$ cat src/caf_pkg.sv
// Shared types and constants for the CAN acceptance filter bank.
// Used by caf_ctrl, caf_dpath and can_acceptance_filter_bank; no dependencies.
package caf_pkg;

    localparam int FILTER_SLOTS_DEF = 16;
    localparam int SLOT_W           = 4;
    localparam int IDENT_W          = 29;
    localparam int WORD_W           = 32;
    localparam int CLASS_W          = 2;
    localparam int MODE_W           = 2;
    localparam int CTRL_W           = 1 + MODE_W + CLASS_W;
    localparam int ENTRY_W          = CTRL_W + 2 * WORD_W;

    localparam logic [WORD_W-1:0] LIST_UNUSED_ID = 32'hFFFF_FFFF;

    localparam logic ITEM_WRITE = 1'b0;
    localparam logic ITEM_FRAME = 1'b1;

    typedef enum logic [MODE_W-1:0] {
        MODE_MASK  = 2'd0,
        MODE_LIST  = 2'd1,
        MODE_RANGE = 2'd2,
        MODE_NONE  = 2'd3
    } t_mode;

    typedef enum logic [1:0] {
        ST_IDLE,
        ST_SCAN,
        ST_FINAL
    } t_state;

    typedef struct packed {
        logic load_frame;
        logic write_entry;
        logic step;
        logic emit_final;
    } t_cmd;

    typedef struct packed {
        logic scan_busy;
        logic blocked;
        logic out_free;
    } t_sts;

endpackage

$ cat src/caf_ram.sv
// Generic single-write, single-read RAM with registered read and read enable.
// No dependencies.
module caf_ram #(
    parameter int WIDTH = 8,
    parameter int DEPTH = 16
) (
    input  logic                                  i_clk,
    input  logic                                  i_we,
    input  logic [(DEPTH > 1 ? $clog2(DEPTH) : 1)-1:0] i_waddr,
    input  logic [WIDTH-1:0]                      i_wdata,
    input  logic                                  i_re,
    input  logic [(DEPTH > 1 ? $clog2(DEPTH) : 1)-1:0] i_raddr,
    output logic [WIDTH-1:0]                      o_rdata
);

    logic [WIDTH-1:0] r_mem [DEPTH];
    logic [WIDTH-1:0] r_rdata;

    always_ff @(posedge i_clk) begin
        if (i_we) begin
            r_mem[i_waddr] <= i_wdata;
        end
        if (i_re) begin
            r_rdata <= r_mem[i_raddr];
        end
    end

    assign o_rdata = r_rdata;

endmodule

$ cat src/caf_ctrl.sv
// Sequencing state machine for the filter bank: accept, scan, final result.
// Depends on caf_pkg.
module caf_ctrl (
    input  logic          i_clk,
    input  logic          i_rst_n,
    input  logic          i_in_valid,
    input  logic          i_kind,
    input  caf_pkg::t_sts i_sts,
    output caf_pkg::t_cmd o_cmd,
    output logic          o_in_stall
);

    caf_pkg::t_state r_state;
    caf_pkg::t_state n_state;

    always_ff @(posedge i_clk) begin
        if (!i_rst_n) begin
            r_state <= caf_pkg::ST_IDLE;
        end else begin
            r_state <= n_state;
        end
    end

    always_comb begin
        n_state = r_state;
        unique case (r_state)
            caf_pkg::ST_IDLE: begin
                if (i_in_valid && i_kind == caf_pkg::ITEM_FRAME) begin
                    n_state = caf_pkg::ST_SCAN;
                end
            end
            caf_pkg::ST_SCAN: begin
                if (!i_sts.scan_busy) begin
                    n_state = caf_pkg::ST_FINAL;
                end
            end
            caf_pkg::ST_FINAL: begin
                if (i_sts.out_free) begin
                    n_state = caf_pkg::ST_IDLE;
                end
            end
            default: n_state = caf_pkg::ST_IDLE;
        endcase
    end

    always_comb begin
        o_cmd      = '0;
        o_in_stall = 1'b1;
        unique case (r_state)
            caf_pkg::ST_IDLE: begin
                o_in_stall        = 1'b0;
                o_cmd.load_frame  = i_in_valid && i_kind == caf_pkg::ITEM_FRAME;
                o_cmd.write_entry = i_in_valid && i_kind == caf_pkg::ITEM_WRITE;
            end
            caf_pkg::ST_SCAN: begin
                o_cmd.step = !i_sts.blocked;
            end
            caf_pkg::ST_FINAL: begin
                o_cmd.emit_final = i_sts.out_free;
            end
            default: o_in_stall = 1'b1;
        endcase
    end

endmodule

$ cat src/caf_dpath.sv
// Datapath of the filter bank: entry RAM, written flags, scan pipeline,
// pending hit and output register. Depends on caf_pkg and caf_ram.
module caf_dpath #(
    parameter int FILTER_SLOTS = caf_pkg::FILTER_SLOTS_DEF
) (
    input  logic                          i_clk,
    input  logic                          i_rst_n,
    input  caf_pkg::t_cmd                 i_cmd,
    output caf_pkg::t_sts                 o_sts,
    input  logic [caf_pkg::SLOT_W-1:0]    i_entry_slot,
    input  logic                          i_entry_enabled,
    input  logic [caf_pkg::MODE_W-1:0]    i_entry_mode,
    input  logic [caf_pkg::CLASS_W-1:0]   i_entry_frame_kind,
    input  logic [caf_pkg::WORD_W-1:0]    i_entry_word_a,
    input  logic [caf_pkg::WORD_W-1:0]    i_entry_word_b,
    input  logic [caf_pkg::IDENT_W-1:0]   i_frame_ident,
    input  logic [caf_pkg::CLASS_W-1:0]   i_frame_class,
    input  logic                          i_out_stall,
    output logic                          o_out_valid,
    output logic                          o_hit,
    output logic [caf_pkg::SLOT_W-1:0]    o_hit_slot,
    output logic                          o_last_of_run
);

    localparam int IDX_W = (FILTER_SLOTS > 1) ? $clog2(FILTER_SLOTS) : 1;
    localparam int EXT_W = (IDX_W > caf_pkg::SLOT_W) ? IDX_W : caf_pkg::SLOT_W;
    localparam logic [IDX_W-1:0] LAST_IDX = IDX_W'(FILTER_SLOTS - 1);

    logic [EXT_W-1:0]                 wr_ext;
    logic [IDX_W-1:0]                 wr_idx;
    logic                             wr_ok;
    logic                             ram_we;
    logic                             ram_re;
    logic [caf_pkg::ENTRY_W-1:0]      ram_wdata;
    logic [caf_pkg::ENTRY_W-1:0]      ram_rdata;

    logic [FILTER_SLOTS-1:0]          r_ent_vld;
    logic [IDX_W-1:0]                 r_rd_idx;
    logic                             r_rd_live;
    logic                             r_tst_vld;
    logic [IDX_W-1:0]                 r_tst_idx;
    logic                             r_pend_vld;
    logic [IDX_W-1:0]                 r_pend_idx;
    logic [caf_pkg::WORD_W-1:0]       r_ident;
    logic [caf_pkg::CLASS_W-1:0]      r_class;
    logic                             r_out_vld;
    logic                             r_out_hit;
    logic [caf_pkg::SLOT_W-1:0]       r_out_slot;
    logic                             r_out_last;

    logic [caf_pkg::CTRL_W-1:0]       tst_ctrl;
    logic [caf_pkg::WORD_W-1:0]       tst_a;
    logic [caf_pkg::WORD_W-1:0]       tst_b;
    caf_pkg::t_mode                   tst_mode;
    logic                             mode_hit;
    logic                             hit;
    logic                             out_free;
    logic                             blocked;
    logic                             advance;
    logic                             emit_mid;
    logic [EXT_W-1:0]                 pend_ext;

    assign wr_ext    = EXT_W'(i_entry_slot);
    assign wr_idx    = wr_ext[IDX_W-1:0];
    assign wr_ok     = int'(i_entry_slot) < FILTER_SLOTS;
    assign ram_we    = i_cmd.write_entry && wr_ok;
    assign ram_wdata = {i_entry_frame_kind, i_entry_mode, i_entry_enabled,
                        i_entry_word_b, i_entry_word_a};

    caf_ram #(
        .WIDTH (caf_pkg::ENTRY_W),
        .DEPTH (FILTER_SLOTS)
    ) u_ram (
        .i_clk   (i_clk),
        .i_we    (ram_we),
        .i_waddr (wr_idx),
        .i_wdata (ram_wdata),
        .i_re    (ram_re),
        .i_raddr (r_rd_idx),
        .o_rdata (ram_rdata)
    );

    assign tst_ctrl = ram_rdata[caf_pkg::ENTRY_W-1 -: caf_pkg::CTRL_W];
    assign tst_a    = ram_rdata[caf_pkg::WORD_W-1:0];
    assign tst_b    = ram_rdata[2*caf_pkg::WORD_W-1:caf_pkg::WORD_W];
    assign tst_mode = caf_pkg::t_mode'(tst_ctrl[2:1]);

    always_comb begin
        unique case (tst_mode)
            caf_pkg::MODE_MASK:  mode_hit = (r_ident & tst_a) == (tst_b & tst_a);
            caf_pkg::MODE_LIST:  mode_hit = (r_ident == tst_a) ||
                                            (tst_b != caf_pkg::LIST_UNUSED_ID &&
                                             r_ident == tst_b);
            caf_pkg::MODE_RANGE: mode_hit = (r_ident >= tst_a) && (r_ident <= tst_b);
            default:             mode_hit = 1'b0;
        endcase
    end

    assign hit = r_tst_vld && r_ent_vld[r_tst_idx] && tst_ctrl[0] &&
                 tst_ctrl[4:3] == r_class && mode_hit;

    assign out_free = !r_out_vld || !i_out_stall;
    assign blocked  = hit && r_pend_vld && !out_free;
    assign advance  = i_cmd.step && !blocked;
    assign ram_re   = advance && r_rd_live;
    assign emit_mid = advance && hit && r_pend_vld;
    assign pend_ext = EXT_W'(r_pend_idx);

    always_ff @(posedge i_clk) begin
        if (!i_rst_n) begin
            r_ent_vld  <= '0;
            r_rd_live  <= 1'b0;
            r_tst_vld  <= 1'b0;
            r_pend_vld <= 1'b0;
            r_out_vld  <= 1'b0;
        end else begin
            if (ram_we) begin
                r_ent_vld[wr_idx] <= 1'b1;
            end
            if (i_cmd.load_frame) begin
                r_rd_live  <= 1'b1;
                r_tst_vld  <= 1'b0;
                r_pend_vld <= 1'b0;
            end else if (advance) begin
                r_tst_vld <= r_rd_live;
                if (r_rd_live && r_rd_idx == LAST_IDX) begin
                    r_rd_live <= 1'b0;
                end
                if (hit) begin
                    r_pend_vld <= 1'b1;
                end
            end
            if (emit_mid || i_cmd.emit_final) begin
                r_out_vld <= 1'b1;
            end else if (!i_out_stall) begin
                r_out_vld <= 1'b0;
            end
        end
    end

    always_ff @(posedge i_clk) begin
        if (i_cmd.load_frame) begin
            r_rd_idx <= '0;
            r_ident  <= caf_pkg::WORD_W'(i_frame_ident);
            r_class  <= i_frame_class;
        end else if (advance) begin
            if (r_rd_live) begin
                r_tst_idx <= r_rd_idx;
                if (r_rd_idx != LAST_IDX) begin
                    r_rd_idx <= r_rd_idx + 1'b1;
                end
            end
            if (hit) begin
                r_pend_idx <= r_tst_idx;
            end
        end
        if (emit_mid) begin
            r_out_hit  <= 1'b1;
            r_out_slot <= pend_ext[caf_pkg::SLOT_W-1:0];
            r_out_last <= 1'b0;
        end else if (i_cmd.emit_final) begin
            r_out_hit  <= r_pend_vld;
            r_out_slot <= r_pend_vld ? pend_ext[caf_pkg::SLOT_W-1:0] : '0;
            r_out_last <= 1'b1;
        end
    end

    assign o_sts.scan_busy = r_rd_live || r_tst_vld;
    assign o_sts.blocked   = blocked;
    assign o_sts.out_free  = out_free;

    assign o_out_valid   = r_out_vld;
    assign o_hit         = r_out_hit;
    assign o_hit_slot    = r_out_slot;
    assign o_last_of_run = r_out_last;

endmodule

$ cat src/can_acceptance_filter_bank.sv
// CAN acceptance filter bank, top level. Depends on caf_pkg, caf_ctrl, caf_dpath.
// After a filter write the next item is accepted in the following cycle.
// A frame scans one entry per cycle while no earlier hit waits on a stalled output;
// the next item is accepted once the frame's final result is in the output register.
// The entry RAM read port and the scan counter step the scan through the slots.
// Synchronous active-low reset marks every entry unwritten (disabled) at once.
module can_acceptance_filter_bank #(
    parameter int FILTER_SLOTS = caf_pkg::FILTER_SLOTS_DEF
) (
    input  logic                          i_clk,
    input  logic                          i_rst_n,
    input  logic                          i_in_valid,
    output logic                          o_in_stall,
    input  logic                          i_kind,
    input  logic [caf_pkg::SLOT_W-1:0]    i_entry_slot,
    input  logic                          i_entry_enabled,
    input  logic [caf_pkg::MODE_W-1:0]    i_entry_mode,
    input  logic [caf_pkg::CLASS_W-1:0]   i_entry_frame_kind,
    input  logic [caf_pkg::WORD_W-1:0]    i_entry_word_a,
    input  logic [caf_pkg::WORD_W-1:0]    i_entry_word_b,
    input  logic [caf_pkg::IDENT_W-1:0]   i_frame_ident,
    input  logic [caf_pkg::CLASS_W-1:0]   i_frame_class,
    output logic                          o_out_valid,
    input  logic                          i_out_stall,
    output logic                          o_hit,
    output logic [caf_pkg::SLOT_W-1:0]    o_hit_slot,
    output logic                          o_last_of_run
);

    caf_pkg::t_cmd cmd;
    caf_pkg::t_sts sts;

    caf_ctrl u_ctrl (
        .i_clk      (i_clk),
        .i_rst_n    (i_rst_n),
        .i_in_valid (i_in_valid),
        .i_kind     (i_kind),
        .i_sts      (sts),
        .o_cmd      (cmd),
        .o_in_stall (o_in_stall)
    );

    caf_dpath #(
        .FILTER_SLOTS (FILTER_SLOTS)
    ) u_dpath (
        .i_clk              (i_clk),
        .i_rst_n            (i_rst_n),
        .i_cmd              (cmd),
        .o_sts              (sts),
        .i_entry_slot       (i_entry_slot),
        .i_entry_enabled    (i_entry_enabled),
        .i_entry_mode       (i_entry_mode),
        .i_entry_frame_kind (i_entry_frame_kind),
        .i_entry_word_a     (i_entry_word_a),
        .i_entry_word_b     (i_entry_word_b),
        .i_frame_ident      (i_frame_ident),
        .i_frame_class      (i_frame_class),
        .i_out_stall        (i_out_stall),
        .o_out_valid        (o_out_valid),
        .o_hit              (o_hit),
        .o_hit_slot         (o_hit_slot),
        .o_last_of_run      (o_last_of_run)
    );

    a_frame_holds_input: assert property (@(posedge i_clk) disable iff (!i_rst_n)
        i_in_valid && !o_in_stall && i_kind == caf_pkg::ITEM_FRAME |=> o_in_stall)
        else $error("input not held after frame acceptance");

    a_write_one_cycle: assert property (@(posedge i_clk) disable iff (!i_rst_n)
        i_in_valid && !o_in_stall && i_kind == caf_pkg::ITEM_WRITE |=> !o_in_stall)
        else $error("filter write did not complete in one cycle");

    a_miss_is_final: assert property (@(posedge i_clk) disable iff (!i_rst_n)
        o_out_valid && !o_hit |-> o_last_of_run && o_hit_slot == '0)
        else $error("miss result not marked final or slot nonzero");

endmodule

$ cat config.mk
export PLATFORM = sky130hd
export DESIGN_NAME = can_acceptance_filter_bank
export DESIGN_NICKNAME = d
export VERILOG_FILES = /design/src/caf_pkg.sv /design/src/caf_ram.sv /design/src/caf_ctrl.sv /design/src/caf_dpath.sv /design/src/can_acceptance_filter_bank.sv
export SDC_FILE = /design/constraint.sdc
export NUM_CORES = 1
export LEC_CHECK = 0
export BUFFER_PORTS_ARGS = -buffer_cell sky130_fd_sc_hd__buf_2
export CAP_MARGIN = 20
export CORE_MARGIN = 3
export CORE_UTILIZATION = 55
export DETAILED_ROUTE_END_ITERATION = 10
export GPL_TIMING_DRIVEN = 1
export PLACE_DENSITY = 0.81
export SKIP_CTS_REPAIR_TIMING = 1
export SLEW_MARGIN = 10
export SYNTH_ARGS = -nofsm -noshare
export SYNTH_HDL_FRONTEND = slang
export SYNTH_HIERARCHICAL = 1
export SYNTH_SLANG_ARGS = --single-unit
$ cat constraint.sdc
create_clock -name i_clk -period 7.8 [get_ports i_clk]
set_input_delay 1.56 -clock i_clk [delete_from_list [all_inputs] [get_ports i_clk]]
set_output_delay 1.56 -clock i_clk [all_outputs]
set_load 0.01 [all_outputs]
==> run_results.csv <==
group,metric,value,unit
place,dpl.hpwl,60100,um
timing,timing.hold.ws,0.448,ns
timing,hold_viol,0,
floorplanning,die_y,303,um
global_routing,globalRoute.totalOverflow,0,
min_path,hold_class,"reg -> reg",
clock_tree,cts.sinks,1244,
synthesis,syn-num-nets,2487,
critical_path,crit_slowest_cell,"buf_4",
floorplanning,io_pins,117,
global_routing,grt_max_degree,142,
timing,report.final.slew_viol_count,0,
power,power_density,249,nW/um2
critical_path,arrival,4.66,ns
status,status,"complete, no violations",
global_routing,antenna_found_initial,13,
timing,setup_viol_count_final,0,
synthesis,avgSynthCellArea,21.2,um2
power,p_leak,17.5,nW
global_routing,grt_usage,24.7,%
routing,drtIter0Drc,3061,
clock_tree,h-tree-depth,3,
power,ir_worst_vdd,215,uV
synthesis,synthTopCellsByArea,"edfxtp_1, mux4_2, ha_1",
clock_tree,cts_buffers,115,
finish,area_delta_synth_final,12.4,%
critical_path,worst-path-max-fanout,69,
timing,period_minus_slack,4.36,ns
finish,drive_gt1_share,24.9,%
critical_path,r2r-start,"u_dpath/r_ident[1]$_DFFE_PP_",
finish,layout_common_cells,"edfxtp_1, mux4_2, a22oi_1",
critical_path,crit_type,"reg -> reg",
critical_path,startpoint,"u_dpath/r_ident[1]$_DFFE_PP_",
timing,fin_skew,0.0473,ns
routing,vias,24249,
synthesis,ys_types,62,
critical_path,max_stage_delay,0.78,ns
synthesis,ys_ff_latch,1244,
timing,worst_pin_slew,1.10,ns
clock_tree,cts_tree,"done",
finish,fill_cells,5524,
routing,routed_wl,111000,um
timing,fin_crit_sh,56.0,%
synthesis,synth_top_cell_by_area,"edfxtp_1",
finish,nets,2662,
run,drv_cap,0,
synthesis,synth_top_area_share,75.3,%
floorplanning,core_area,87200,um2
clock_tree,cts.path.max_buffers,3,
clock_tree,path_clk_slew,0.07,ns
critical_path,crit_chain,"ha_1, nor2b_1, o211ai_1, a2111oi_0, nor3_1, nor3b_1, o31ai_4, and2_2, nor3b_1, inv_1, a211oi_4, buf_4",
floorplanning,start_util,55.7,%
timing,tns,0,ns
finish,layout_commonest_cell,"edfxtp_1",
routing,wire_per_inst,29.9,um
global_routing,grt_pass1_vias,25006,
synthesis,async_flop_share,0,%
timing,rsz0062_at_grt,"no",
clock_tree,clk_latency,0.69,ns
critical_path,worstPathRequired,8.10,ns
routing,ant_nets,0,
timing,max_freq,229,MHz
floorplanning,die_area,91800,um2
floorplanning,std_cell_rows,108,
synthesis,synth_area,48500,um2
place,place_congestion,0.914,
critical_path,cp_common_cell,"nor3b_1",
clock_tree,cts_root_buf,"clkbuf_16",
routing,dr.pass1.iters,5,
synthesis,synth_ff_type,"edfxtp_1",
routing,drc_errors,0,
min_path,hp-start,"u_dpath/o_hit$_SDFFE_PP1P_",
synthesis,synthCells,2290,
synthesis,ys_seq_area_share,76.4,%
global_routing,grt_first_pass_wirelength,165000,um
synthesis,yosysWarnings,6,
routing,via_per_inst,6.51,
timing,relSlewSlack,26.7,%
critical_path,cp-start-kind,"flip-flop",
floorplanning,die-width,303,um
critical_path,end_kind,"flip-flop",
synthesis,synth-edff-count,1216,
place,port_buffers,116,
synth_stat cells, drive strengths merged, types with 3 or more instances:
cell type  number
edfxtp       1216
mux4          281
a22oi         139
nand2          94
ha             88
inv            66
buf            61
a21oi          39
clkbuf         39
nor2           31
dfxtp          28
nand3          19
and3           16
nand4          14
nor3           14
o21a           14
a21o           10
nor2b          10
o21ai          10
a211oi          9
a21boi          9
nor3b           8
and2            7
and3b           7
a31oi           6
nand2b          6
o22a            6
nand3b          5
nor4            5
xnor2           4
a221oi          3
and4            3
o211ai          3
final timing paths:
path                                        end  slack (ns)  depth (start not counted)
max          u_dpath/u_ram/o_rdata[1]$_DFFE_PP_        3.44                         12
min                  u_dpath/o_hit$_SDFFE_PP1P_        0.45                          2
max reg2reg  u_dpath/u_ram/o_rdata[1]$_DFFE_PP_        3.44                         12
min reg2reg          u_dpath/o_hit$_SDFFE_PP1P_        0.45                          2
state kept, by name, indices dropped and copies added (netlist names), 2 cells and up:
| register | flops |
|---|---|
| u_dpath/r_tst_idx | 4 |
| u_dpath/r_class | 2 |
| u_ctrl/r_state | 2 |
| u_dpath/r_rd_idx | 4 |
| u_dpath/pend_ext | 4 |
| u_dpath/u_ram/r_mem | 1104 |
| u_dpath/r_ident | 29 |
| u_dpath/o_hit_slot | 4 |
| u_dpath/r_ent_vld | 16 |
| u_dpath/u_ram/o_rdata | 69 |
kinds of logic after synthesis:
group | share of synthesized area [%]
flops | 76.4
mux | 13.2
simple gates | 2.69
buf+inv | 1.63
compound gates | 3.77
fa+ha+maj | 2.27
xor+xnor | 0.0722
metal layers:
layer  up-vias  GRT usage, %  share of wire (%)
met4        10          9.14                3.9
met3       285          5.49                9.6
met2      1445          39.5                 49
met1     12568          33.8                 38
met5         -             0              0.065
li1       9941             -                  -
critical path, delay by kind of cell, from the launching register on:
family | cells | cell delay (ns)
buffers and inverters | 2 | 0.94
adder cells (fa/ha/maj) | 1 | 0.32
flip-flops | 1 | 0.44
AND/OR/NAND/NOR | 5 | 1.10
AO/OA/AOI/OAI | 4 | 1.07
metrics by stage:
stage | cells | util (%) | cell area [um2] | total power [W] | worst slack [ns]
final | 3723 | 62.6 | 54500 | 0.0136 | 3.44
after detailed placement | 3496 | 58.0 | 50500 | 0.00805 | 2.93
after floorplan | 2290 | - | 48500 | 0.00786 | 0.118
after CTS | 3712 | 62.4 | 54400 | 0.0137 | 3.51
after global placement | 3494 | 57.9 | 50500 | 0.00802 | 3.08
after global routing | 3721 | 62.5 | 54500 | 0.0139 | 3.10
area by class of cell:
| type | instances | area (um2) | area share [%] |
|---|---|---|---|
| Antenna cell | 4 | 10.0 | 0.0184 |
| Clock buffer | 134 | 2990 | 5.49 |
| Clock inverter | 82 | 867 | 1.59 |
| Inverter | 66 | 248 | 0.454 |
| Multi-Input combinational cell | 880 | 10800 | 19.8 |
| Sequential cell | 1244 | 37100 | 68.0 |
| Tap cell | 1155 | 1450 | 2.65 |
| Timing Repair Buffer | 158 | 1090 | 1.99 |
power breakdown:
group,internal [W],total (W),switching [W]
registers,0.00739,0.00743,0.0000341
logic,0.000203,0.000492,0.000289
clock network,0.00325,0.00567,0.00242
total,0.0108,0.0136,0.00275
Power figures use the tool's default switching activity.
